`config.mk`:
```
export PLATFORM = sky130hd
export DESIGN_NAME = jacm_ctrl
export DESIGN_NICKNAME = d
export VERILOG_FILES = /design/src/rtl/jacm_pkg.sv /design/src/rtl/jacm_ctrl.sv
export SDC_FILE = /design/constraint.sdc
export NUM_CORES = 1
export LEC_CHECK = 0
export BUFFER_PORTS_ARGS = -buffer_cell sky130_fd_sc_hd__buf_4
export CORE_AREA = 5 5 67 69
export DETAILED_ROUTE_END_ITERATION = 10
export DIE_AREA = 0 0 72 74
export GPL_TIMING_DRIVEN = 0
export PLACE_DENSITY = 0.77
export SYNTH_ARGS = -nofsm -noshare
export SYNTH_HDL_FRONTEND = slang
export SYNTH_SLANG_ARGS = --single-unit
```
`constraint.sdc`:
```
create_clock -name clk -period 2.1 [get_ports clk]
set_input_delay 0.315 -clock clk [delete_from_list [all_inputs] [get_ports clk]]
set_output_delay 0.315 -clock clk [all_outputs]
set_load 0.05 [all_outputs]
```
`src/rtl/jacm_pkg.sv`:
```
package jacm_pkg;

    localparam int SAMPLE_W  = 10;
    localparam int EXTENT_W  = 16;
    localparam int REPORT_W  = 8;
    localparam int CFG_IDX_W = 4;
    localparam int HOLD_W    = 10;
    localparam int DIV_W     = 32;
    localparam int CNT_W     = $clog2(DIV_W);

    localparam int DEF_LOGICAL_MIN = 0;
    localparam int DEF_LOGICAL_MAX = 255;
    localparam int DEF_HOLD_TICKS  = 800;

    // samples this close to either rail are ignored
    localparam logic [SAMPLE_W-1:0] RAIL_LOW  = SAMPLE_W'(10);
    localparam logic [SAMPLE_W-1:0] RAIL_HIGH = SAMPLE_W'((1 << SAMPLE_W) - 11);

    localparam logic [EXTENT_W-1:0] CLEARED_LOW  = 16'hFFFE;
    localparam logic [EXTENT_W-1:0] CLEARED_HIGH = 16'h0001;

    localparam logic [EXTENT_W-1:0] RST_DEAD_MAX = 16'd524;
    localparam logic [EXTENT_W-1:0] RST_DEAD_MIN = 16'd500;
    localparam logic [EXTENT_W-1:0] RST_SPAN_MAX = 16'd1012;
    localparam logic [EXTENT_W-1:0] RST_SPAN_MIN = 16'd11;
    localparam logic [EXTENT_W-1:0] RST_ZERO     = 16'd512;

    // floor(2^16 / 5), used for the 15 percent deadzone widening
    localparam logic [13:0] RECIP_5 = 14'd13107;

    // register index within one axis
    localparam logic [1:0] REG_DEAD_MAX = 2'd0;
    localparam logic [1:0] REG_DEAD_MIN = 2'd1;
    localparam logic [1:0] REG_SPAN_MAX = 2'd2;
    localparam logic [1:0] REG_SPAN_MIN = 2'd3;

    typedef enum logic [2:0] {
        ST_IDLE,
        ST_MUL,
        ST_ADD,
        ST_DIV,
        ST_DONE
    } ctrl_state_t;

    typedef struct packed {
        logic start;
        logic mul;
        logic add;
        logic div;
        logic commit;
        logic learn;
        logic learn_dead;
        logic clear;
    } lane_ctl_t;

    typedef struct packed {
        logic                in_dead;
        logic                in_rail;
        logic [REPORT_W-1:0] mapped;
    } lane_res_t;

    function automatic logic [31:0] logical_mid(input int lmin, input int lmax);
        logic [32:0] sum;
        sum = 33'(lmin) + 33'(lmax);
        return sum[32:1];
    endfunction

endpackage

```
`src/rtl/jacm_ctrl.sv`:
```
module jacm_ctrl import jacm_pkg::*;
#(
    parameter int LOGICAL_MIN = DEF_LOGICAL_MIN,
    parameter int LOGICAL_MAX = DEF_LOGICAL_MAX,
    parameter int HOLD_TICKS  = DEF_HOLD_TICKS
)
(
    input  logic                clk,
    input  logic                rst_n,
    input  logic                in_valid,
    output logic                in_ready,
    input  logic                button_one,
    input  logic                button_two,
    output lane_ctl_t           ctl,
    input  lane_res_t           res_a,
    input  lane_res_t           res_b,
    output logic                out_valid,
    input  logic                out_ready,
    output logic [REPORT_W-1:0] report_axis_a,
    output logic [REPORT_W-1:0] report_axis_b,
    output logic [1:0]          button_bits,
    output logic                calibrating,
    output logic                save_pulse
);

    localparam logic [31:0]         MID_W     = logical_mid(LOGICAL_MIN, LOGICAL_MAX);
    localparam logic [REPORT_W-1:0] MID_B     = MID_W[REPORT_W-1:0];
    localparam logic [CNT_W-1:0]    DIV_LAST  = CNT_W'(DIV_W - 1);

    ctrl_state_t         state_reg, state_next;
    logic [CNT_W-1:0]    cnt_reg;
    logic                b1_reg;
    logic                b2_reg;
    logic [HOLD_W-1:0]   hold_reg, hold_next;
    logic                calib_reg, calib_next;
    logic                fire;
    logic                out_free;
    logic                both_in;

    logic                out_valid_reg;
    logic [REPORT_W-1:0] rep_a_reg;
    logic [REPORT_W-1:0] rep_b_reg;
    logic [1:0]          bits_reg;
    logic                calib_out_reg;
    logic                save_reg;

    assign fire     = b1_reg && b2_reg && (32'(hold_reg) > 32'(HOLD_TICKS));
    assign out_free = !out_valid_reg || out_ready;
    assign both_in  = res_a.in_dead && res_b.in_dead;

    always_comb
    begin
        state_next     = state_reg;
        in_ready       = 1'b0;
        ctl            = '0;
        ctl.learn      = calib_reg;
        ctl.learn_dead = b1_reg;
        ctl.clear      = fire && !calib_reg;
        case (state_reg)
            ST_IDLE:
            begin
                in_ready = 1'b1;
                if (in_valid)
                begin
                    ctl.start  = 1'b1;
                    state_next = ST_MUL;
                end
            end
            ST_MUL:
            begin
                ctl.mul    = 1'b1;
                state_next = ST_ADD;
            end
            ST_ADD:
            begin
                ctl.add    = 1'b1;
                state_next = ST_DIV;
            end
            ST_DIV:
            begin
                ctl.div = 1'b1;
                if (cnt_reg == DIV_LAST)
                    state_next = ST_DONE;
            end
            ST_DONE:
            begin
                if (out_free)
                begin
                    ctl.commit = 1'b1;
                    state_next = ST_IDLE;
                end
            end
            default:
                state_next = ST_IDLE;
        endcase

        if (b1_reg && b2_reg)
            hold_next = fire ? '0 : hold_reg + 1'b1;
        else
            hold_next = '0;
        calib_next = fire ? !calib_reg : calib_reg;
    end

    always_ff @(posedge clk or negedge rst_n)
    begin
        if (!rst_n)
        begin
            state_reg     <= ST_IDLE;
            hold_reg      <= '0;
            calib_reg     <= 1'b0;
            out_valid_reg <= 1'b0;
        end
        else
        begin
            state_reg <= state_next;
            if (ctl.commit)
            begin
                hold_reg      <= hold_next;
                calib_reg     <= calib_next;
                out_valid_reg <= 1'b1;
            end
            else if (out_ready)
                out_valid_reg <= 1'b0;
        end
    end

    always_ff @(posedge clk)
    begin
        if (ctl.start)
        begin
            b1_reg <= button_one;
            b2_reg <= button_two;
        end
        if (ctl.add)
            cnt_reg <= '0;
        else if (ctl.div)
            cnt_reg <= cnt_reg + 1'b1;
        if (ctl.commit)
        begin
            rep_a_reg     <= (res_a.in_rail && !both_in) ? res_a.mapped : MID_B;
            rep_b_reg     <= (res_b.in_rail && !both_in) ? res_b.mapped : MID_B;
            bits_reg      <= {b2_reg, b1_reg};
            calib_out_reg <= calib_next;
            save_reg      <= fire && calib_reg;
        end
    end

    assign out_valid     = out_valid_reg;
    assign report_axis_a = rep_a_reg;
    assign report_axis_b = rep_b_reg;
    assign button_bits   = bits_reg;
    assign calibrating   = calib_out_reg;
    assign save_pulse    = save_reg;

endmodule

```
==> impl_metrics.json <==
{
  "dieWidth_microns": 72,
  "worstPathRequired_ns": 1.78,
  "p_int_uw": 1360,
  "hp-class": "input pin to flip-flop",
  "path_clk_slew_ns": 0.08,
  "drt_wl_total_microns": 4030,
  "swShare": 0.297,
  "failed_checks": "negative setup slack",
  "detail_route.vias_per_cell": 5.15,
  "antenna_cells": 0,
  "start_util": 0.489,
  "synth_warnings": 0,
  "routabilityCongestion": 0.816,
  "maxSlewHeadroom": 0.380,
  "rows": 23,
  "final_nets": 255,
  "design.core.area_sq_um": 3860,
  "clock_skew_ns": 0.00617,
  "dpl.cell_count": 261,
  "ys_seq_area_frac": 0.602,
  "drv_cap": 0,
  "worst_pin_slew_ns": 0.921,
  "cts_inserted_buffers": 5,
  "layout_commonest_cell": "buf_4",
  "layout-drive-gt1-share": 0.406,
  "largest_register_ff_count": 10,
  "pin_count": 56,
  "dp_hpwl_microns": 2970,
  "p_clk_frac": 0.254,
  "clockBufferDepth": 2,
  "setup_violations": 1,
  "cp-start-kind": "flip-flop",
  "rrSetupSlack_ns": 0.16,
  "antenna_found_initial": 0,
  "wire_per_inst_microns": 14.7,
  "worst-setup-path-type": "flip-flop to output pin",
  "finalHoldViolCount": 0,
  "synthToLayoutAreaGrowth_pct": 33.6,
  "die_height_microns": 74,
  "comb_power_share": 0.229,
  "worst_slack_ns": -0.170,
  "grt_pass1_vias": 1412,
  "grt_pass1_wl_microns": 6710,
  "critPathMaxFanout": 2,
  "overflow": 0,
  "switchingPower_uw": 572,
  "fin_crit_sh": 1.08,
  "antenna_left": 0,
  "via_count": 1411,
  "cts_htree_levels": 2,
  "fmax_ghz": 0.441,
  "final_cell_mix": "60 x buf_4, 22 x edfxtp_1, 16 x nand2b_1",
  "grtUsageTotal": 0.162,
  "grt_max_degree": 16,
  "rsz0062_at_grt": "yes",
  "cts.sinks": 42,
  "drv_slew": 0,
  "n_fill_cell": 327,
  "die_area_sq_um": 5330,
  "async_reset_ff_frac": 0.357,
  "synth-edff-count": 22,
  "syn_avg_cell_area_sq_um": 12.1,
  "endpoint_kind": "output pin",
  "syn_inst": 156,
  "drtIter0Drc": 55,
  "worst_skew_pair.late_latency_ns": 0.29,
  "first_pass_iters": 4,
  "syn_area_sq_um": 1890,
  "critPathArrivalTime_ns": 1.95,
  "p_seq_frac": 0.516,
  "p_leak_uw": 0.00106,
  "vdd_drop_max_mv": 0.522,
  "synth_seq_cells": 42,
  "syn_nets": 188,
  "cts_root_buf": "clkbuf_8",
  "place.port_buffers": 55,
  "status": "complete, but fails checks",
  "yosysUniqueCellTypes": 42,
  "cts_tree": "done",
  "final_cells": 274,
  "drc": 0,
  "finalCriticalPeriod_ns": 2.27,
  "place_ws_ns": -0.0201,
  "p_per_area_nw_per_um2": 765,
  "synth_ff_type": "edfxtp_1"
}
worst paths after layout:
kind,start,to,cells past startpoint
setup / recovery,hold_reg[0]$_DFFE_PN0P_,ctl[0],7
hold / removal,button_two,b2_reg$_DFFE_PP_,1
setup reg to reg,hold_reg[0]$_DFFE_PN0P_,calibrating$_DFFE_PP_,7
hold reg to reg,b2_reg$_DFFE_PP_,button_bits[1]$_DFFE_PP_,0
max in group asynchronous,rst_n,out_valid$_DFFE_PN0P_,2
min in group asynchronous,rst_n,hold_reg[0]$_DFFE_PN0P_,2
per-layer routing:
metal  track usage  vias to the layer above  wire, microns
met4        0.0480                        0             23
met1         0.194                      661           1630
met5             0                        -              0
met2         0.277                       66           1960
li1              -                      682              -
met3        0.0568                        2            416
cells by family after synthesis:
logic type | share of synthesized area
buffers and inverters | 0.0391
xor gates and xnor gates | 0.0371
adders and majority gates | 0.0398
muxes | 0.0106
DFF | 0.602
AOI/OAI and AO/OA | 0.0557
and+or+nand+nor | 0.216
per-stage QoR:
step	total power (uW)	TNS [ns]	cell area (sq um)	hold slack, ns	utilization
2_1_floorplan	1310	-0.0563	1900	0.0194	-
3_5_place_dp	1460	-0.0201	2380	0.182	0.616
3_3_place_gp	1420	-0.0394	2380	0.180	0.616
6_report	1930	-0.170	2520	0.202	0.654
5_1_grt	2050	-0.265	2520	0.184	0.654
4_1_cts	1950	-0.184	2520	0.194	0.652
critical path, cell delays in order (launching register included):
cell      delay [ns]
dfrtp_1         0.40
inv_2           0.06
ha_1            0.14
or4b_4          0.46
a211oi_2        0.21
nor3_2          0.07
ha_2            0.17
buf_6           0.15
area by class of cell:
type,count,area (sq um),area share
timing repair buffer,59,449,0.178
timing repair inverter,1,5.00,0.00199
sequential,42,1140,0.451
clock inverter,3,16.3,0.00645
multi-input combinational,100,704,0.279
clock buffer,5,68.8,0.0273
tap,50,62.6,0.0248
buffer,8,51.3,0.0203
inverter,6,26.3,0.0104
Yosys cell counts (2+ instances only):
| master | instances | area, sq um |
|---|---|---|
| nand2b_1 | 16 | 100 |
| nor2_2 | 6 | 37.5 |
| mux2i_1 | 2 | 20.0 |
| inv_1 | 6 | 22.5 |
| nand3_1 | 5 | 25.0 |
| nor4b_1 | 2 | 17.5 |
| a21oi_1 | 2 | 10.0 |
| nor2_1 | 6 | 22.5 |
| o21ai_0 | 4 | 20.0 |
| o22ai_1 | 2 | 12.5 |
| xor2_1 | 2 | 17.5 |
| dfrtp_1 | 15 | 375 |
| and3_1 | 2 | 12.5 |
| and2_1 | 3 | 18.8 |
| a21boi_0 | 2 | 15.0 |
| nor3_1 | 4 | 20.0 |
| ha_1 | 6 | 75.1 |
| edfxtp_1 | 22 | 661 |
| clkbuf_1 | 2 | 7.51 |
| dfxtp_1 | 5 | 100 |
| nor4_1 | 4 | 25.0 |
| buf_4 | 3 | 22.5 |
| nand2_1 | 8 | 30.0 |
| nand4_1 | 2 | 12.5 |
| nor3b_1 | 3 | 22.5 |
| xnor2_1 | 6 | 52.6 |
what timing repair did:
item / 4_1_cts / 5_1_grt
setup buffers: 3 / 0
cloned: 1 / 0
hold endpoints to repair: 15 / 0
hold buffers: 1 / 0
pin swaps: 1 / 0
setup endpoints to repair: 2 / 15
resized for setup: 5 / 2
power groups by stage:
stage / clock network (uW) / logic [uW] / registers [uW]
after floorplan: 0 / 320 / 995
after global placement: 0 / 417 / 1000
after detailed placement: 0 / 445 / 1010
after CTS: 506 / 451 / 995
after global routing: 549 / 496 / 1010
final: 490 / 442 / 996
Power figures use the tool's default switching activity.
