===== src/rtl/jacm_pkg.sv =====
package jacm_pkg;

    localparam int SAMPLE_W  = 10;
    localparam int EXTENT_W  = 16;
    localparam int REPORT_W  = 8;
    localparam int CFG_IDX_W = 4;
    localparam int HOLD_W    = 10;
    localparam int DIV_W     = 32;
    localparam int CNT_W     = $clog2(DIV_W);

    localparam int DEF_LOGICAL_MIN = 0;
    localparam int DEF_LOGICAL_MAX = 255;
    localparam int DEF_HOLD_TICKS  = 800;

    // samples this close to either rail are ignored
    localparam logic [SAMPLE_W-1:0] RAIL_LOW  = SAMPLE_W'(10);
    localparam logic [SAMPLE_W-1:0] RAIL_HIGH = SAMPLE_W'((1 << SAMPLE_W) - 11);

    localparam logic [EXTENT_W-1:0] CLEARED_LOW  = 16'hFFFE;
    localparam logic [EXTENT_W-1:0] CLEARED_HIGH = 16'h0001;

    localparam logic [EXTENT_W-1:0] RST_DEAD_MAX = 16'd524;
    localparam logic [EXTENT_W-1:0] RST_DEAD_MIN = 16'd500;
    localparam logic [EXTENT_W-1:0] RST_SPAN_MAX = 16'd1012;
    localparam logic [EXTENT_W-1:0] RST_SPAN_MIN = 16'd11;
    localparam logic [EXTENT_W-1:0] RST_ZERO     = 16'd512;

    // floor(2^16 / 5), used for the 15 percent deadzone widening
    localparam logic [13:0] RECIP_5 = 14'd13107;

    // register index within one axis
    localparam logic [1:0] REG_DEAD_MAX = 2'd0;
    localparam logic [1:0] REG_DEAD_MIN = 2'd1;
    localparam logic [1:0] REG_SPAN_MAX = 2'd2;
    localparam logic [1:0] REG_SPAN_MIN = 2'd3;

    typedef enum logic [2:0] {
        ST_IDLE,
        ST_MUL,
        ST_ADD,
        ST_DIV,
        ST_DONE
    } ctrl_state_t;

    typedef struct packed {
        logic start;
        logic mul;
        logic add;
        logic div;
        logic commit;
        logic learn;
        logic learn_dead;
        logic clear;
    } lane_ctl_t;

    typedef struct packed {
        logic                in_dead;
        logic                in_rail;
        logic [REPORT_W-1:0] mapped;
    } lane_res_t;

    function automatic logic [31:0] logical_mid(input int lmin, input int lmax);
        logic [32:0] sum;
        sum = 33'(lmin) + 33'(lmax);
        return sum[32:1];
    endfunction

endpackage


===== src/rtl/jacm_lane.sv =====
module jacm_lane import jacm_pkg::*;
#(
    parameter int LOGICAL_MIN = DEF_LOGICAL_MIN,
    parameter int LOGICAL_MAX = DEF_LOGICAL_MAX
)
(
    input  logic                 clk,
    input  logic                 rst_n,
    input  lane_ctl_t            ctl,
    input  logic [SAMPLE_W-1:0]  sample,
    input  logic                 cfg_we,
    input  logic [1:0]           cfg_sel,
    input  logic [EXTENT_W-1:0]  cfg_data,
    output lane_res_t            res
);

    localparam logic [31:0]         MID_W    = logical_mid(LOGICAL_MIN, LOGICAL_MAX);
    localparam logic [31:0]         LO_RANGE = MID_W - 32'(LOGICAL_MIN);
    localparam logic [31:0]         HI_RANGE = 32'(LOGICAL_MAX) - MID_W;
    localparam logic [REPORT_W-1:0] MID_B    = MID_W[REPORT_W-1:0];
    localparam logic [REPORT_W-1:0] MIN_B    = REPORT_W'(LOGICAL_MIN);
    localparam logic [REPORT_W-1:0] MAX_B    = REPORT_W'(LOGICAL_MAX);

    // axis state
    logic [EXTENT_W-1:0] span_low_reg, span_low_next;
    logic [EXTENT_W-1:0] span_high_reg, span_high_next;
    logic [EXTENT_W-1:0] dead_low_reg, dead_low_next;
    logic [EXTENT_W-1:0] dead_high_reg, dead_high_next;
    logic [EXTENT_W-1:0] zero_reg, zero_next;

    // per-item work registers
    logic [SAMPLE_W-1:0] sample_reg;
    logic                lower_reg;
    logic                sat_lo_reg;
    logic                sat_hi_reg;
    logic [EXTENT_W-1:0] dvsr_reg;
    logic [DIV_W-1:0]    prod_reg;
    logic [DIV_W-1:0]    num_reg;
    logic [EXTENT_W-1:0] rem_reg;
    logic [EXTENT_W-1:0] y_reg;
    logic                neg_reg;
    logic [29:0]         tprod_reg;
    logic                in_dead_reg;

    logic [EXTENT_W-1:0] s16;
    logic                lower;
    logic [EXTENT_W-1:0] lo;
    logic [EXTENT_W-1:0] hi;
    logic [EXTENT_W-1:0] diff;
    logic [31:0]         tgt_span;
    logic [16:0]         width17;
    logic [16:0]         mag17;
    logic [17:0]         mag3;
    logic [EXTENT_W-1:0] y;
    logic [13:0]         q_est;
    logic [EXTENT_W-1:0] rmd;
    logic [14:0]         tol_mag;
    logic signed [18:0]  tol_s;
    logic signed [18:0]  lo_bound;
    logic signed [18:0]  hi_bound;
    logic signed [18:0]  sv;
    logic [16:0]         trial;
    logic                qbit;
    logic                rail;
    logic [16:0]         dead_sum;

    assign s16       = EXTENT_W'(sample_reg);
    assign lower     = s16 < zero_reg;
    assign lo        = lower ? span_low_reg : zero_reg;
    assign hi        = lower ? zero_reg : span_high_reg;
    assign diff      = s16 - lo;
    assign tgt_span  = lower ? LO_RANGE : HI_RANGE;

    // tolerance = trunc(width * 15 / 100) = sign * floor(floor(|width| * 3 / 4) / 5)
    assign width17 = {1'b0, dead_high_reg} - {1'b0, dead_low_reg};
    assign mag17   = width17[16] ? (17'd0 - width17) : width17;
    assign mag3    = 18'(mag17[15:0]) * 18'd3;
    assign y       = mag3[17:2];

    assign q_est    = tprod_reg[29:16];
    assign rmd      = y_reg - ({2'b00, q_est} + {q_est, 2'b00});
    assign tol_mag  = {1'b0, q_est} + 15'(rmd >= 16'd5);
    assign tol_s    = neg_reg ? -$signed(19'(tol_mag)) : $signed(19'(tol_mag));
    assign lo_bound = $signed({3'b000, dead_low_reg}) - tol_s;
    assign hi_bound = $signed({3'b000, dead_high_reg}) + tol_s;
    assign sv       = $signed(19'(sample_reg));

    assign trial = {rem_reg, num_reg[DIV_W-1]};
    assign qbit  = trial >= {1'b0, dvsr_reg};

    assign rail = (sample_reg > RAIL_LOW) && (sample_reg < RAIL_HIGH);

    always_comb
    begin
        span_low_next  = span_low_reg;
        span_high_next = span_high_reg;
        dead_low_next  = dead_low_reg;
        dead_high_next = dead_high_reg;
        if (cfg_we)
        begin
            case (cfg_sel)
                REG_DEAD_MAX: dead_high_next = cfg_data;
                REG_DEAD_MIN: dead_low_next  = cfg_data;
                REG_SPAN_MAX: span_high_next = cfg_data;
                REG_SPAN_MIN: span_low_next  = cfg_data;
                default:      span_low_next  = cfg_data;
            endcase
        end
        else if (ctl.commit)
        begin
            if (ctl.learn && rail)
            begin
                if (ctl.learn_dead)
                begin
                    if (s16 < dead_low_reg)
                        dead_low_next = s16;
                    if (s16 > dead_high_reg)
                        dead_high_next = s16;
                end
                else
                begin
                    if (s16 < span_low_reg)
                        span_low_next = s16;
                    if (s16 > span_high_reg)
                        span_high_next = s16;
                end
            end
            if (ctl.clear)
            begin
                span_low_next  = CLEARED_LOW;
                span_high_next = CLEARED_HIGH;
                dead_low_next  = CLEARED_LOW;
                dead_high_next = CLEARED_HIGH;
            end
        end
        dead_sum  = {1'b0, dead_low_next} + {1'b0, dead_high_next};
        zero_next = zero_reg;
        if (cfg_we || (ctl.commit && ctl.learn && ctl.learn_dead))
            zero_next = dead_sum[16:1];
    end

    always_ff @(posedge clk or negedge rst_n)
    begin
        if (!rst_n)
        begin
            span_low_reg  <= RST_SPAN_MIN;
            span_high_reg <= RST_SPAN_MAX;
            dead_low_reg  <= RST_DEAD_MIN;
            dead_high_reg <= RST_DEAD_MAX;
            zero_reg      <= RST_ZERO;
        end
        else
        begin
            span_low_reg  <= span_low_next;
            span_high_reg <= span_high_next;
            dead_low_reg  <= dead_low_next;
            dead_high_reg <= dead_high_next;
            zero_reg      <= zero_next;
        end
    end

    always_ff @(posedge clk)
    begin
        if (ctl.start)
            sample_reg <= sample;
        if (ctl.mul)
        begin
            lower_reg  <= lower;
            sat_lo_reg <= s16 <= lo;
            sat_hi_reg <= s16 >= hi;
            dvsr_reg   <= hi - lo;
            // offset is below 2^10 whenever the result is used
            prod_reg   <= DIV_W'(32'(diff[SAMPLE_W-1:0]) * tgt_span);
            y_reg      <= y;
            neg_reg    <= width17[16];
            tprod_reg  <= 30'(y * RECIP_5);
        end
        if (ctl.add)
        begin
            num_reg     <= prod_reg + DIV_W'(dvsr_reg >> 1);
            rem_reg     <= '0;
            in_dead_reg <= (sv >= lo_bound) && (sv <= hi_bound);
        end
        if (ctl.div)
        begin
            rem_reg <= qbit ? 16'(trial - {1'b0, dvsr_reg}) : trial[15:0];
            num_reg <= {num_reg[DIV_W-2:0], qbit};
        end
    end

    always_comb
    begin
        res.in_dead = in_dead_reg;
        res.in_rail = rail;
        if (sat_lo_reg)
            res.mapped = lower_reg ? MIN_B : MID_B;
        else if (sat_hi_reg)
            res.mapped = lower_reg ? MID_B : MAX_B;
        else
            res.mapped = (lower_reg ? MIN_B : MID_B) + num_reg[REPORT_W-1:0];
    end

endmodule


===== config.mk =====
export PLATFORM = sky130hd
export DESIGN_NAME = jacm_lane
export DESIGN_NICKNAME = d
export VERILOG_FILES = /design/src/rtl/jacm_pkg.sv /design/src/rtl/jacm_lane.sv
export SDC_FILE = /design/constraint.sdc
export NUM_CORES = 1
export LEC_CHECK = 0
export BUFFER_PORTS_ARGS = -buffer_cell sky130_fd_sc_hd__buf_2
export CORE_UTILIZATION = 35
export CTS_BUF_LIST = sky130_fd_sc_hd__clkbuf_8
export CTS_CLUSTER_DIAMETER = 40
export DETAILED_ROUTE_END_ITERATION = 8
export PLACE_DENSITY_LB_ADDON = 0.1
export REMOVE_ABC_BUFFERS = 1
export SLEW_MARGIN = 20
export SYNTH_ARGS = -nofsm -noshare
export SYNTH_HDL_FRONTEND = slang
export SYNTH_SLANG_ARGS = --single-unit

===== constraint.sdc =====
create_clock -name clk -period 16.6 [get_ports clk]
set_input_delay 1.66 -clock clk [delete_from_list [all_inputs] [get_ports clk]]
set_output_delay 1.66 -clock clk [all_outputs]
set_load 0.01 [all_outputs]

==> reports/qor.csv, run 1 <==
metric,value,unit
cts_setup_buffers,0,
avgSynthCellArea,9.042,um^2
slowest_stage,xor2_1,
design.core.area,70510,um^2
endpoint_kind,flop,
syn-cell-area,25100,um^2
synth_top_cells_by_count,"403 x ha_1, 323 x inv_1, 230 x nor2_1",
ys_seq_area_share,23.27,%
synth_top_area_share,20.09,%
drc,0,
start_kind,flop,
tightestPinTransition,1.078,ns
cts_hold_buffers,0,
grt_pass1_vias,20760,
max_freq,0.09422,GHz
critPathArrivalTime,11.01,ns
multi_input_area,17780,um^2
reg2reg_depth,40,
rsz0062_at_grt,false,
r2r_start,dead_high_reg[0],
setup_viol,0,
cts_tree,yes,
core.rowCount,97,
cp_max_fo,11,
final.period_utilization,63.94,%
async_reset_ff_share,38.65,%
synth_area_leaders,"ha_1 20%, edfxtp_1 15%, fa_1 11%, dfrtp_1 6.0%, inv_1 4.8%",
die_height,269.8,um
synth_most_common_cell,ha_1,
ys_warn_count,0,
place_hpwl,58.80,mm
required,17.00,ns
antenna_left,0,
ctsResizeCount,0,
seq_area,5841,um^2
cts.reportedPaths.clkPinSlew,0.05,ns
cp-endpoint,tprod_reg[29],
rrSetupSlack,5.99,ns
root_buffer,clkbuf_8,
io_pins,49,
grt_max_degree,69,
ys_dominant_reg_cell,edfxtp_1,
clk_path_buf_depth,3,
status,completed,
nets,3415,
post_drt_wl_per_cell,19.23,um
numCtsBuffers,53,
synth.ff_latch_count,207,
largest_reg_flops,32,
synthCells,2776,
hold_viol_final,0,
r2r_end,tprod_reg[29],
area_growth,10.29,%
viasPerCell,5.348,
drtIter0Drc,1078,
globalplace.congestion,0.8925,
h-tree-depth,2,
yosysUniqueCellTypes,87,
clk_latency,0.67,ns
hold_path_class,flop to flop,
dieArea,72790,um^2
die_w,269.8,um
synth_top_area_cell,ha_1,
grtUsageTotal,20.30,%
crit_top_cell,fa_1,
startpoint,dead_high_reg[0],
fin_crit,10.61,ns
drt_wl_total,73.50,mm
max_stage_delay,0.64,ns
clock_skew,0.03867,ns
drive_above_1_share,8.087,%
final.setup.tns,0,ns
fillers,7048,
relSlewSlack,27.86,%
grt_overflow,0,
cts.sink_count,207,
slew_violations,0,
io_buffers,48,
drt_pass1_iterations,5,
antenna_found_initial,1,
drv_cap,0,
crit_type,flop to flop,
synth_edf_count,127,
vias,20440,
grt_pass1_wl,116.1,mm
initial_utilization,35.60,%
## cell usage in the layout, fill, tap and decap left out, types with 60 or more instances in the layout
cell type	n
dfrtp_1	60
ha_1	403
xnor2_1	123
o21ai_0	138
edfxtp_1	127
a21oi_1	161
inv_1	335
nor2_1	230
nand2_1	183
a21o_1	60
fa_1	133
## layout make-up
type	count	area share, %
Antenna cell	1	0.009040
Clock buffer	55	2.734
Clock inverter	41	1.415
Timing Repair Buffer	85	1.880
Tap cell	940	4.249
Inverter	324	4.393
Sequential cell	207	21.10
Multi-Input combinational cell	2169	64.22
## worst min path at each step
stage / startpoint / to / slack, ns / depth (start not counted)
6_report: num_reg[26] / num_reg[27] / 0.52 / 1
3_5_place_dp: num_reg[30] / num_reg[31] / 0.51 / 1
2_1_floorplan: zero_reg[3] / zero_reg[3] / 0.47 / 2
4_1_cts: num_reg[30] / num_reg[31] / 0.52 / 1
3_3_place_gp: num_reg[22] / num_reg[23] / 0.51 / 1
5_1_grt: num_reg[30] / num_reg[31] / 0.53 / 1
## critical path: cells and delay by family, from the launching register on
kind / cells / cell delay, ns
xor+xnor: 2 / 0.72
flops: 1 / 0.43
simple gates: 4 / 0.58
buf+inv: 5 / 0.45
fa+ha+maj: 9 / 3.65
compound gates: 20 / 4.46
## kinds of logic after synthesis
| family | synth area share (%) |
|---|---|
| buffers and inverters | 6.042 |
| adders and majority gates | 30.70 |
| xor gates and xnor gates | 6.071 |
| AOI/OAI and AO/OA | 18.30 |
| muxes | 1.730 |
| and+or+nand+nor | 13.88 |
| DFF | 23.27 |
| other | 0.01494 |
## stage by stage
step | setup slack, ns | instance area, um^2 | util (%) | hold WS [ns] | instances
detailed placement | 5.979 | 26530 | 37.62 | 0.5101 | 3725
global route | 5.185 | 27680 | 39.26 | 0.5309 | 3822
global placement | 6.173 | 26530 | 37.62 | 0.5065 | 3725
CTS | 5.934 | 27670 | 39.25 | 0.5228 | 3821
floorplan | 7.195 | 24800 | - | 0.4709 | 2700
finish | 5.986 | 27680 | 39.26 | 0.5230 | 3822
## metal layers
metal / GRT usage (%) / wire length, um
met3: 4.712 / 4508
met4: 6.400 / 2194
met1: 26.86 / 34050
met2: 32.58 / 32710
met5: 0.4605 / 46
Power of run 1 is left out: the tool's default activity adds up to more than one toggle a clock period on the data nets, which glitch-free logic cannot reach.
==> inputs of run 2 (changes only) <==
clock period = 8.6 ns   (was 16.6 ns; I/O delays follow)
==> run 2 against run 1 <==
  * The flow now finishes with violations (setup timing)
  * Core utilization increased by 4.0 points
  * Non-clock buffer count up 285
  * Clock skew up 0.036 ns
  * Clock-buffer cell count increased by 1
  * Die area stayed put
  * Via count increased by 4.8%
  * Final cell count is 7.6% higher
  * Fmax up 19%
  * Largest cell class unchanged
==> reports/qor.csv, run 2 (synthesis results as in run 1) <==
metric,value,unit,change
grt_overflow,0,,unchanged
h-tree-depth,2,,unchanged
drv_cap,0,,unchanged
required,8.96,ns,-8.04 ns
status,finished with violations,,
clk_path_buf_depth,3,,unchanged
nets,3701,,+8.4%
final_common_cell,ha_1,,
cts_hold_buffers,0,,unchanged
antenna_left,0,,unchanged
crit_type,flop to flop,,
drive_above_1_share,19.56,%,+11 points
fin_ws,-0.3086,ns,-6.295 ns
fin_crit,8.909,ns,-1.705 ns
wl_met3,3.925,mm,-13%
cts.reportedPaths.clkPinSlew,0.05,ns,about the same
dr.max_layer_used,met4,,
area_growth,21.57,%,
fin_cells,4112,,+7.6%
critPathArrivalTime,9.27,ns,-1.74 ns
vias,21420,,+4.8%
slowest_stage,fa_1,,
clock_skew,0.07501,ns,+0.03633 ns
dieArea,72790,um^2,unchanged
hold_path_class,input port to asynchronous set/reset pin,,
root_buffer,clkbuf_8,,
endpoint_kind,flop,,
grt_pass1_vias,21940,,+5.7%
drtIter0Drc,1221,,+13%
die_w,269.8,um,unchanged
globalplace.congestion,0.8735,,-2.1%
initial_utilization,35.60,%,unchanged
post_drt_wl_per_cell,18.58,um,-3.4%
final.period_utilization,103.6,%,+40 points
core.rowCount,97,,unchanged
seq_area,5841,um^2,unchanged
relSlewSlack,36.21,%,+8.3 points
antenna_found_initial,2,,+1
hold_viol_final,0,,unchanged
design.core.area,70510,um^2,unchanged
cts_tree,yes,,
io_pins,49,,unchanged
drt_pass1_iterations,8,,+3
dpl.cell_count,3975,,+6.7%
crit_top_cell,fa_1,,
viasPerCell,5.208,,-2.6%
dr_wl_met2,35.28,mm,+7.9%
drt_wl_total,76.39,mm,+3.9%
max_freq,0.1123,GHz,+19%
grt_pass1_wl,120.8,mm,+4.1%
setup_viol,11,,+11
violations,setup timing,,
wl_met1,35.31,mm,+3.7%
cp_max_fo,4,,-7
clk_latency,0.68,ns,about the same
grtUsageTotal,20.98,%,+0.68 points
multi_input_area,18380,um^2,+3.4%
rsz0062_at_grt,true,,
fillers,6958,,-1.3%
max_stage_delay,0.53,ns,-0.11 ns
io_buffers,48,,unchanged
place_hpwl,61.32,mm,+4.3%
slew_violations,0,,unchanged
final_cell_mix,"381 x ha_1, 319 x inv_1, 317 x buf_4, 225 x nor2_1, 179 x nand2_1",,
tightestPinTransition,0.9534,ns,-0.1247 ns
drc,0,,unchanged
start_kind,flop,,
grt_max_degree,78,,+13%
largest_reg_flops,32,,unchanged
die_height,269.8,um,unchanged
numCtsBuffers,53,,unchanged
cts.sink_count,207,,unchanged
-- run 2: cell type report --
cell class,count,area share (%)
multi-input cells,2170,60.23
flip-flops and latches,207,19.14
repair buffers,370,8.840
inverters,324,3.985
well taps,940,3.854
clock buffers,56,2.526
clock inverters,42,1.402
diodes,3,0.02460
-- run 2: layer usage --
metal	vias to the layer above	GRT usage (%)
li1	10600	-
met1	10250	28.35
met2	467	34.96
met3	107	2.916
met4	0	5.652
met5	-	0
-- run 2: repair_timing --
action | CTS | global route
buffers inserted | 31 | 6
cloned | 0 | 1
pin swaps | 105 | 24
setup endpoints to repair | 14 | 18
gates resized for setup | 72 | 67
-- run 2: path summary, 6_finish.rpt --
| path | startpoint | end | slack (ns) | depth (start not counted) |
|---|---|---|---|---|
| worst max register to register | dead_high_reg[0] | tprod_reg[28] | -0.31 | 37 |
| worst min-delay path | rst_n | dead_low_reg[3] | 0.08 | 1 |
| worst max-delay path | dead_high_reg[0] | tprod_reg[28] | -0.31 | 37 |
| min in group clk | sample[8] | sample_reg[8] | 0.36 | 1 |
| max in group asynchronous | rst_n | span_low_reg[12] | 7.36 | 2 |
| worst min register to register | num_reg[19] | num_reg[20] | 0.52 | 1 |
-- run 2: per-stage QoR --
stage / hold slack, ns / area [um^2] / setup TNS [ns] / utilization (%) / setup WS (ns)
after global placement: 0.5090 / 28410 / -6.509 / 40.30 / -0.9270
after CTS: 0.04487 / 30180 / -1.193 / 42.80 / -0.2141
after detailed placement: 0.5135 / 28410 / -9.163 / 40.30 / -1.088
after global routing: 0.06915 / 30510 / -7.494 / 43.27 / -0.7622
after floorplan: 0.4709 / 24800 / -6.622 / - / -0.8049
final: 0.08112 / 30520 / -2.306 / 43.28 / -0.3086
-- run 2: critical path: cells and delay by family (launching register included) --
family / cells / cell delay [ns]
buffers and inverters: 6 / 0.52
DFF: 1 / 0.39
xor gates and xnor gates: 4 / 0.58
adders and majority gates: 10 / 3.49
AOI/OAI and AO/OA: 10 / 2.41
and+or+nand+nor: 7 / 1.20
Power of run 2 is left out for the same reason.
